--- src/rtl/core/dca_pkg.sv ---
// Package for the dedup cache with aging: sizes, outcome codes, cell types.
// Used by dca_cell, dedup_cache_with_aging_unit and dca_checker; no dependencies.
package dca_pkg;
    localparam int Entries  = 64;
    localparam int IdxW     = $clog2(Entries);
    localparam int KeyW     = 64;
    localparam int MaxKey   = 8;

    localparam logic [2:0] OUT_EMPTY  = 3'd0;
    localparam logic [2:0] OUT_LONG   = 3'd1;
    localparam logic [2:0] OUT_HIT    = 3'd2;
    localparam logic [2:0] OUT_INSERT = 3'd3;
    localparam logic [2:0] OUT_FULL   = 3'd4;

    // command broadcast to every cell
    typedef struct packed {
        logic            lookup;   // compare phase
        logic            write;    // claim slot
        logic            bump;     // increment hit
        logic            age;      // aging pass
        logic            set_one;  // new entry gets one hit before aging
        logic [IdxW-1:0] sel;
        logic [KeyW-1:0] key;
        logic [3:0]      len;
    } t_cmd;

    // per cell status into the compare chain
    typedef struct packed {
        logic            found;
        logic [IdxW-1:0] idx;
        logic            has_free;
        logic [IdxW-1:0] free_idx;
    } t_chain;
endpackage

--- src/rtl/core/dca_cell.sv ---
// One cache slot: key, length, hit count and free flag, plus one link of the
// priority chain for match and free search. Depends on dca_pkg.
module dca_cell (
    input  logic                      i_clk,
    input  logic                      i_rst_n,
    input  logic [dca_pkg::IdxW-1:0]  i_my_idx,
    input  dca_pkg::t_cmd             i_cmd,
    input  dca_pkg::t_chain           i_chain,
    output dca_pkg::t_chain           o_chain,
    output logic [7:0]                o_hit
);
    logic                     r_free;
    logic [dca_pkg::KeyW-1:0] r_key;
    logic [3:0]               r_len;
    logic [7:0]               r_hit;
    logic                     w_match;
    logic                     w_me;

    assign w_me    = (i_cmd.sel == i_my_idx);
    assign w_match = !r_free && r_len == i_cmd.len && r_key == i_cmd.key;
    assign o_hit   = r_hit;

    always_comb begin
        o_chain = i_chain;
        if (!i_chain.found && w_match) begin
            o_chain.found = 1'b1;
            o_chain.idx   = i_my_idx;
        end
        if (!i_chain.has_free && r_free) begin
            o_chain.has_free = 1'b1;
            o_chain.free_idx = i_my_idx;
        end
    end

    always_ff @(posedge i_clk) begin
        if (!i_rst_n) begin
            r_free <= 1'b1;
        end else begin
            if (i_cmd.write && w_me) begin
                r_free <= 1'b0;
            end else if (i_cmd.age && !r_free && r_hit == 8'd0) begin
                r_free <= 1'b1;
            end
        end
    end

    always_ff @(posedge i_clk) begin
        if (i_cmd.write && w_me) begin
            r_key <= i_cmd.key;
            r_len <= i_cmd.len;
            // with set_one the new entry ends at zero hits, as one hit halved by the same aging pass would
            r_hit <= 8'd0;
        end else if (i_cmd.bump && w_me && r_hit != 8'hFF) begin
            r_hit <= r_hit + 8'd1;
        end else if (i_cmd.age && !r_free) begin
            r_hit <= r_hit >> 1;
        end
    end
endmodule

--- config.mk ---
export PLATFORM = sky130hd
export DESIGN_NAME = dca_cell
export DESIGN_NICKNAME = d
export VERILOG_FILES = /design/src/rtl/core/dca_pkg.sv /design/src/rtl/core/dca_cell.sv
export SDC_FILE = /design/constraint.sdc
export NUM_CORES = 1
export LEC_CHECK = 0
export ABC_AREA = 1
export ABC_CLOCK_PERIOD_IN_PS = 7600
export BUFFER_PORTS_ARGS = -buffer_cell sky130_fd_sc_hd__buf_2
export CORE_ASPECT_RATIO = 1.2
export CORE_MARGIN = 5
export CORE_UTILIZATION = 59
export CTS_BUF_LIST = sky130_fd_sc_hd__clkbuf_8
export DETAILED_ROUTE_END_ITERATION = 8
export PLACE_DENSITY = 0.95
export SYNTH_ARGS = -nofsm -noshare
export SYNTH_HDL_FRONTEND = slang
export SYNTH_SLANG_ARGS = --single-unit
--- constraint.sdc ---
create_clock -name i_clk -period 7.6 [get_ports i_clk]
set_input_delay 2.28 -clock i_clk [delete_from_list [all_inputs] [get_ports i_clk]]
set_output_delay 2.28 -clock i_clk [all_outputs]
set_load 0.02 [all_outputs]
**Yosys cells after proc, flatten, opt, wreduce, memory -nomap -nowiden**

Index checks and enable logic that the tools add are counted.

- Add/sub/neg operators: 1
- $mul: 0
- Div/mod/pow operators: 0
- Magnitude comparators: 0
- Equal/unequal tests: 4
- Shifts and indexed selects: 0
- Mux-type cells: 6
- Bitwise operators: 0
- Reductions and logical operators: 15

Operators by type and width:

| operator | count |
|---|---|
| 64-bit equality test | 1 |
| 8-bit two-way mux | 2 |
| 7-bit two-way mux | 2 |
| 1-bit logical AND | 9 |
| 8-bit by 1-bit adder with 8-bit output (second input constant) | 1 |
| 8-bit logical NOT | 1 |
| 8-bit != test (second input constant) | 1 |
| 6-bit equality test | 1 |
| 4-bit equality test | 1 |
| 2-bit nonzero test | 2 |
| 1-bit logical NOT | 3 |
| 1-bit two-way mux | 2 |

- Flip-flop bits (word level): 77
- Bits in latches: 0
- RAM bits: 0
- Memory bits (read-only): 0
- Output and inout bits: 22
- Memories kept: 0

**Longest topological paths before layout**

Gate-level depths: netlist of the first run.

- Depth in word-level cells: 5
- Gate-level depth with buffers: 12
- Depth with buffers taken out: 12

**Worst setup path before layout of the first run**

OpenSTA, ideal clock, no wires.

- Path kind: input to output
- Start: input port i_cmd[52] (netlist bit)
- End: output port o_chain[10] (netlist bit)
- Arrival: 3.293 ns
- Setup slack: 2.027 ns
- Cell stages on the path: 8
- Path buffers: 0
- Cells stage by stage: xnor2_1 -> nand2_1 -> nor2_1 -> nand2_1 -> nor2_2 -> nand4_1 -> nand2_1 -> nand2_1

RTL lines:

| element | line | source |
|---|---|---|
| from (decl) | dca_cell.sv:7 | `input dca_pkg::t_cmd i_cmd,` |
| to (decl) | dca_cell.sv:9 | `output dca_pkg::t_chain o_chain,` |

==> metrics.txt, run 1 <==
layout cell share with drive strength beyond 1 0.211; Total GRT Usage 0.239; Netlist cell types 27; worst slew pin tran 0.691 ns; Crit path arrival time 3.97 ns; Final #Nets 819; # rows 34; mux share of post-synthesis cell area 0.00758; final count of hold timing violations 0; # Post-CTS Setup Buffers 0; Clk pwr share 0.302; I/O Buffers 120; post-synthesis simple-gate area fraction 0.295; reg2reg start o_hit[0]; Fin Setup TNS 0 ns; Wirelength per Cell ~13 microns; critical-path maximum fanout 8; Routed Antenna Nets 0; reg-to-reg slack, setup 5.85 ns; Worst Clk Skew 0.00444 ns; Setup crit start kind input port; pin count of the biggest net entering global routing 45; syn nets between 600 and 700; maxcap violations 0; die width 89.3 microns; adder-cell share of the synthesized area 0.00562; RD Place Congestion 0.855; Via density approximately 5.0; grt total ovfl 0; Post-Synth XOR/XNOR Area 0.0551; Die Ht 105 microns; initial core utilization 0.609; # hold bufs at CTS 0; PD cells 188 nW/um^2; overall power 1.00 mW; compound-gate portion of the synthesized area 0.0272; fin util 0.731; Hold EP o_hit[3]; outcome finished, final reports clean; antenna fix cells 0; H-tree depth 3; Pins Over Slew Limit 0; Final Cycle Share 0.822; Synth async-reset ratio 0; pre-CTS WS 1.34 ns; Ports 123; clock period minus worst slack 6.25 ns; Area Overhead vs Synth 20.1%; drt pass-1 iters 7; number of global-route vias before repair 4,146; Worst Reg-to-Reg Cells 8; Longest Clk Path Bufs 2; f_max 0.160 GHz; core area roughly 7300 sq um; die area 9390 sq um; CP max-delay cell nand4_1; min-delay worst type reg2reg; post-synthesis sequential area ratio 0.499; FF-to-FF End o_hit[0]; top_reg_cell synth edfxtp_1; Comb power frac 0.188; Crit Path Class in2out; Synth Cell Area 4450 sq um; Clock Sinks 77; HP Start o_hit[3]; clock slew at reported path FFs 0.08 ns; routed wire length 10,800 microns; Syn Area/Cell 7.61 sq um; number of gates resized after CTS 0; CTS tree built; most frequent cell on the critical path nand2_1; final worst slack 1.35 ns; share of power burned in registers 0.510; Final setup viols 0; Synth Register Bits 77; VDD IR-drop max 0.159 mV; clk_lat worst skew 0.35 ns; Sw Ratio 0.319; Remaining DRCs 0; hold path depth 2; vias 4,049; switching power between 0.3 and 0.4 mW; WP data required 5.32 ns; RSZ-0062 raised after global routing no; worst hold slack 0.556 ns; dpl hpwl 8260 microns; Leak 2.80 nW; Synth warnings 0; number of synthesized flops with an enable pin 68; Crit. End Element primary output; CP cell instances buf_2 > xnor2_1 > nand2_1 > nor2_1 > nand2_1 > nor2_2 > nand4_1 > nand2_1 > nand2_1 > buf_2; Root Driver clkbuf_8; cell count after synthesis 585; first-pass GRT wire length 17,700 microns; crit-path max cell delay between 0.3 and 0.4 ns; Pint 0.684 mW; number of buffers created by CTS 9; Initial DRC Count 254; Slew Limit Headroom 0.539; initial antenna violation count 0; main combinational cell family by area after synthesis simple AND/OR/NAND/NOR gates
[state kept, by name, indices dropped and copies added (netlist names)]
name    count
o_hit       8
r_free      1
r_key      64
r_len       4
[worst max-delay path by stage]
| stage | start | to | slack (ns) |
|---|---|---|---|
| 2_1_floorplan | i_cmd[52] | o_chain[10] | 2.03 |
| 3_3_place_gp | i_cmd[38] | o_chain[11] | 1.38 |
| 3_5_place_dp | i_cmd[38] | o_chain[11] | 1.34 |
| 4_1_cts | i_cmd[38] | o_chain[11] | 1.34 |
| 5_1_grt | i_cmd[50] | o_chain[11] | 1.17 |
| 6_report | i_cmd[38] | o_chain[11] | 1.35 |
[cell usage in the layout, fill, tap and decap left out, types with 12 or more instances in the layout]
cell / n
edfxtp_1: 68
nor2_1: 67
nand2_1: 220
o21ai_0: 12
nand3_1: 13
inv_1: 124
nand4_1: 12
xnor2_1: 20
buf_2: 120
[routing by layer]
metal,GRT usage,wire length (microns),vias up
met5,0,0,-
met4,0.109,367,0
met3,0.0362,556,29
met2,0.435,5880,138
met1,0.265,4040,1839
li1,-,-,2043
[worst max-delay path, delay by kind of cell]
kind                      cells  cell delay, ns
and+or+nand+nor               7            1.27
xor gates and xnor gates      1            0.15
buffers and inverters         2            0.26
[per-stage QoR]
step / cell area [sq um] / cells
after detailed placement: 5160 / 795
after floorplan: 4450 / 585
after global placement: 5160 / 795
after CTS: 5350 / 811
final: 5350 / 811
after global routing: 5350 / 811
[cells in the mapped netlist (2+ instances only)]
master | number | share of area
a21oi_1 | 8 | 0.0090
dfxtp_1 | 9 | 0.040
edfxtp_1 | 68 | 0.46
ha_1 | 2 | 0.0056
inv_1 | 124 | 0.10
inv_2 | 2 | 0.0017
mux2_2 | 3 | 0.0076
nand2_1 | 220 | 0.19
nand3_1 | 13 | 0.015
nand4_1 | 12 | 0.017
nor2_1 | 67 | 0.056
o21ai_0 | 12 | 0.013
o21ai_1 | 3 | 0.0034
or2_2 | 3 | 0.0042
xnor2_1 | 20 | 0.039
xor2_1 | 8 | 0.016
[cells by family (layout without fill, tap and decap cells)]
group / after synthesis / in the layout
AOI/OAI and AO/OA: 24 / 24
xor gates and xnor gates: 28 / 28
adders and majority gates: 2 / 2
buffers and inverters: 128 / 264
DFF: 77 / 77
muxes: 3 / 3
and+or+nand+nor: 323 / 323
[power by group through the flow]
stage	Combinational (mW)	Clock [mW]	Sequential (mW)
global placement	0.177	0	0.518
CTS	0.190	0.307	0.511
detailed placement	0.188	0	0.520
global route	0.210	0.326	0.516
finish	0.189	0.303	0.512
floorplan	0.0920	0	0.535
[layout make-up]
class | instances | area [sq um]
Fill cell | 559 | 1970
Inverter | 127 | 477
Multi-Input combinational cell | 380 | 1740
Tap cell | 90 | 113
Sequential cell | 77 | 2220
Clock inverter | 7 | 63.8
Clock buffer | 9 | 124
Timing Repair Buffer | 121 | 608
No activity file was read; power rests on OpenSTA's default activity.
==> run 2: changes to the inputs <==
- ABC_CLOCK_PERIOD_IN_PS: 7600 -> 5900
- CORE_UTILIZATION: 59 -> 55
- PLACE_DENSITY: 0.95 -> 0.92
- clock period: 7.6 -> 5.9 ns (I/O delays scaled with it)
==> run 2 against run 1 <==
Net effect:
- sequential cell count is the same
- critical path depth up 1
- clock skew rose by 0.00063 ns
- non-clock buffer count grew 1
- die area rose by 6.5%
- combinational power up 29%
- cell count increased by 0.74%
- count of clock-buffer cells in the layout unchanged
- design area up 0.42%
- critical path type unchanged
- critical endpoint is now o_chain[10]
==> metrics.txt, run 2 (synthesis results as in run 1) <==
outcome finished, final reports clean; CP max-delay cell nand4_1; clock period minus worst slack 5.14 ns; Fillers approximately 660; Setup crit start kind input port; Fin Setup TNS 0 ns; most frequent cell on the critical path nand2_1; crit-path max cell delay approximately 0.32 ns; Longest Clk Path Bufs 2; min-delay worst type reg2reg; worst slew pin tran 0.485 ns; Die Ht 109 microns; share of power burned in registers 0.504; number of global-route vias before repair 4,032; die width 92.2 microns; Total GRT Usage 0.218; Crit. End Element primary output; Final #Nets 820; Leak 2.81 nW; max reg flops 64; Crit Path Class in2out; family with the most delay on the worst path simple AND/OR/NAND/NOR gates; # rows 36; Worst Clk Skew between 0.005 and 0.006 ns; most frequent cells in the layout nand2_1 (220), inv_1 (124), buf_2 (120), edfxtp_1 (68), nor2_1 (67); pin count of the biggest net entering global routing 36; dpl hpwl slightly above 8000 microns; commonest non-fill, non-tap cell in the layout nand2_1; Sw Ratio 0.300; Crit path arrival time around 3.4 ns; core area 8020 sq um; Wirelength per Cell between 10 and 15 microns; Remaining DRCs 0; routed wire length 10,500 microns; I/O Buffers 120; overall power 1.31 mW; RSZ-0062 raised after global routing no; Routed Antenna Nets 0; Comb power frac 0.186; Buf/Inv on CP 3; f_max around 0.2 GHz; grt total ovfl 0; Final setup viols 0; initial core utilization 0.556; layout cell share with drive strength beyond 1 0.211; Clk pwr share 0.311; drt pass-1 iters 5; CTS tree built; # hold bufs at CTS 0; initial antenna violation count 1; Pins Over Slew Limit 0; maxcap violations 0; Area Overhead vs Synth 20.6%; number of buffers created by CTS 9; # Post-CTS Setup Buffers 0; PD cells 243 nW/um^2; VDD IR-drop max between 0.2 and 0.3 mV; RD Place Congestion 0.857; CP cell instances buf_2 > inv_1 > or2_2 > nand4_1 > nor2_1 > nand2_1 > nor2_2 > nand4_1 > nand2_1 > nand2_1 > buf_2; Via density a little under 5; Initial DRC Count between 200 and 300; antenna fix cells 0; Root Driver clkbuf_8; switching power 0.392 mW; clk_lat worst skew 0.35 ns; Clock Sinks just under 80; Ports about 120; Final Cycle Share 0.871; critical-path maximum fanout 8; vias 4,009; largest reg by FF count r_key; WP data required roughly 4.1 ns; Pint 0.915 mW; number of gates resized after CTS 0; Slew Limit Headroom 0.676; final count of hold timing violations 0; H-tree depth 3; clock slew at reported path FFs 0.07 ns; first-pass GRT wire length 17,300 microns; die area approximately 10,000 sq um
-- run 2: cell count changes in the layout (fill, tap and decap cells not counted), sizes merged --
cell      change
clkinv        +3
inv           -3
buf           +1
bufinv        +1
clkinvlp      -1
-- run 2: stage by stage --
step                      cell area (sq um)  instances  hold slack, ns  setup slack [ns]   util
final                                  5370        817           0.524             0.762  0.670
after global placement                 5170        801           0.494             0.841  0.645
after floorplan                        4450        585           0.551              1.35      -
after CTS                              5370        817           0.522             0.740  0.670
after global routing                   5370        817           0.597             0.431  0.670
after detailed placement               5170        801           0.505             0.756  0.645
-- run 2: final cells by class --
class	instances	area [sq um]	share of cell area
clock buffer	9	124	0.0231
clock inverter	7	72.6	0.0135
inverter	127	477	0.0888
multi-input combinational	380	1740	0.324
sequential	77	2220	0.414
tap	95	119	0.0221
timing repair buffer	122	616	0.115
-- run 2: layer usage --
layer  wire (microns)  global-route usage
met5               11                   0
met4              244              0.0924
met3              650              0.0522
met2             5570               0.409
met1             4070               0.234
-- run 2: worst reg2reg max path, delay by kind of cell (launching register included) --
family / cells / cell delay [ns]
simple gates: 6 / 0.76
flops: 1 / 0.42
fa+ha+maj: 1 / 0.23
compound gates: 1 / 0.17
-- run 2: worst paths after layout --
path,start,slack (ns),cells past startpoint,endpoint
setup / recovery,i_cmd[25],0.76,11,o_chain[10]
hold / removal,o_hit[0],0.52,1,o_hit[0]
setup reg to reg,o_hit[1],4.20,8,o_hit[6]
hold reg to reg,o_hit[0],0.52,1,o_hit[0]
-- run 2: power groups by stage --
stage,Sequential [mW],Clock [mW],Combinational [mW]
finish,0.658,0.406,0.243
CTS,0.658,0.411,0.244
global placement,0.668,0,0.228
global route,0.664,0.437,0.272
floorplan,0.690,0,0.119
detailed placement,0.670,0,0.241
==> run 3: changes to the inputs <==
- ABC_CLOCK_PERIOD_IN_PS: 5900 -> 5750
- CTS_CLUSTER_DIAMETER: not set -> 200
- clock period: 5.9 -> 5.75 ns (I/O delays scaled with it)
==> run 3 against run 2 <==
Net effect:
- register-to-register slack got worse by 0.19 ns
- global-route usage shrank 0.51 points
- largest power group unchanged
- critical path depth unchanged
- hold slack gained 0.012 ns
- setup slack got worse by 0.069 ns
- combinational power rose by 2%
- clock power rose by 8.1%
- power is 4.2% higher
- utilization grew 0.078 points
- critical endpoint unchanged
- count of clock-buffer cells in the layout unchanged
- sequential cell count unchanged
- via count decreased by 0.57%
- critical path type unchanged
==> metrics.txt, run 3 (synthesis results as in run 1) <==
met1 Usage GRT 0.227; Slew Limit Headroom 0.666; Ports 123; Crit. End Element primary output; routed wire length 10,500 microns; Initial DRC Count 179; Root Driver clkbuf_8; RD Place Congestion 0.862; PD cells 253 nW/um^2; Final setup viols 0; clk_lat worst skew 0.35 ns; crit-path max cell delay around 0.34 ns; Routed Antenna Nets 0; drt pass-1 iters 4; vias 3,986; most frequent cell on the critical path nand2_1; Final Cycle Share 0.880; Fillers between 600 and 700; most frequent cells in the layout nand2_1 (220), inv_1 (125), buf_2 (120), edfxtp_1 (68), nor2_1 (67); CTS tree built; WP data required approximately 4.0 ns; largest reg by FF count r_key; family with the most delay on the worst path simple AND/OR/NAND/NOR gates; I/O Buffers 120; clock period minus worst slack roughly 5.1 ns; FF/Latch Area 2220 sq um; f_max 0.198 GHz; # hold bufs at CTS 0; CP max-delay cell nand4_1; initial antenna violation count 0; maxcap violations 0; Total GRT Usage 0.213; met2 Usage GRT 0.391; Via density 4.89; min-delay worst type reg2reg; antenna fix cells 0; core area 8020 sq um; area occupied by multi-input gates approximately 1700 sq um; die width 92.2 microns; Fin Setup TNS 0 ns; worst slew pin tran approximately 0.5 ns; grt total ovfl 0; layout cell share with drive strength beyond 1 0.208; CP cell instances buf_2 > inv_1 > nand2_1 > nand4_1 > nor2_1 > nand2_1 > nor2_2 > nand4_1 > nand2_1 > nand2_1 > buf_2; RSZ-0062 raised after global routing no; Worst Clk Skew 0.000800 ns; Clock Sinks 77; H-tree depth 3; die area 10,000 sq um; clock slew at reported path FFs 0.07 ns; max reg flops 64; number of buffers created by CTS 9; Pins Over Slew Limit 0; commonest non-fill, non-tap cell in the layout nand2_1; VDD IR-drop max between 0.15 and 0.2 mV; met3 global-route usage 0.0487; outcome finished, final reports clean; # Post-CTS Setup Buffers 0; Setup crit start kind input port; critical-path maximum fanout 8; Area Overhead vs Synth 20.7%; dpl hpwl 8280 microns; fin util 0.671; first-pass GRT wire length approximately 17,000 microns; Crit path arrival time 3.33 ns; pin count of the biggest net entering global routing 39; Crit Path Class in2out; # rows 36; initial core utilization 0.556; Leak 2.81 nW; Die Ht 109 microns; Final #Nets 820; final count of hold timing violations 0; Buf/Inv on CP 3; GRT busiest layer met2; Remaining DRCs 0; Wirelength per Cell ~13 microns; Longest Clk Path Bufs 2; number of gates resized after CTS 0; number of global-route vias before repair between 3,000 and 4,000
## run 3: cell count changes in the layout (fill, tap and decap cells not counted)
| cell | delta |
|---|---|
| inv_6 | -2 |
| bufinv_16 | +1 |
| clkinv_1 | -1 |
| clkinv_2 | -1 |
| clkinv_4 | -1 |
| clkinvlp_4 | +1 |
| inv_1 | +1 |
## run 3: cell type report
type,count,share of cell area
sequential,77,0.413
multi-input combinational,380,0.324
clock buffer,9,0.0230
timing repair buffer,122,0.114
clock inverter,5,0.0147
inverter,127,0.0887
tap,95,0.0221
## run 3: report_power, final
group	switching [mW]	total, mW	internal, mW	leakage, nW
Combinational	0.147	0.247	0.101	2.03
Clock	0.201	0.439	0.238	0.0986
Sequential	0.0404	0.676	0.636	0.687
## run 3: final timing paths
check,cells after the start,slack [ns],startpoint,endpoint
hold reg to reg,1,0.54,o_hit[0],o_hit[0]
setup / recovery,11,0.69,i_cmd[41],o_chain[10]
hold / removal,1,0.54,o_hit[0],o_hit[0]
setup reg to reg,8,4.01,o_hit[1],o_hit[0]
## run 3: per-layer routing
layer  part of all wire  vias up
li1                   -     2040
met1               0.39     1780
met2               0.52      139
met4              0.033        0
met3              0.056       27
met5                  0        -
## run 3: worst register-to-register path, cell delays in order, from the launching register on
cell	delay, ns
dfxtp_1	0.43
ha_1	0.24
nand2_2	0.09
nor3_4	0.21
nand3_2	0.11
nand3_4	0.20
inv_2	0.10
o21ai_0	0.19
a21oi_1	0.06
## run 3: metrics by stage
| stage | area (sq um) | hold slack, ns | worst slack (ns) | cells | total power, mW |
|---|---|---|---|---|---|
| 6_report | 5380 | 0.536 | 0.692 | 815 | 1.36 |
| 5_1_grt | 5380 | 0.549 | 0.483 | 815 | 1.43 |
| 4_1_cts | 5380 | 0.536 | 0.671 | 815 | 1.37 |
| 3_5_place_dp | 5170 | 0.524 | 0.677 | 801 | 0.934 |
| 3_3_place_gp | 5170 | 0.488 | 0.747 | 801 | 0.921 |
| 2_1_floorplan | 4450 | 0.551 | 1.29 | 585 | 0.829 |
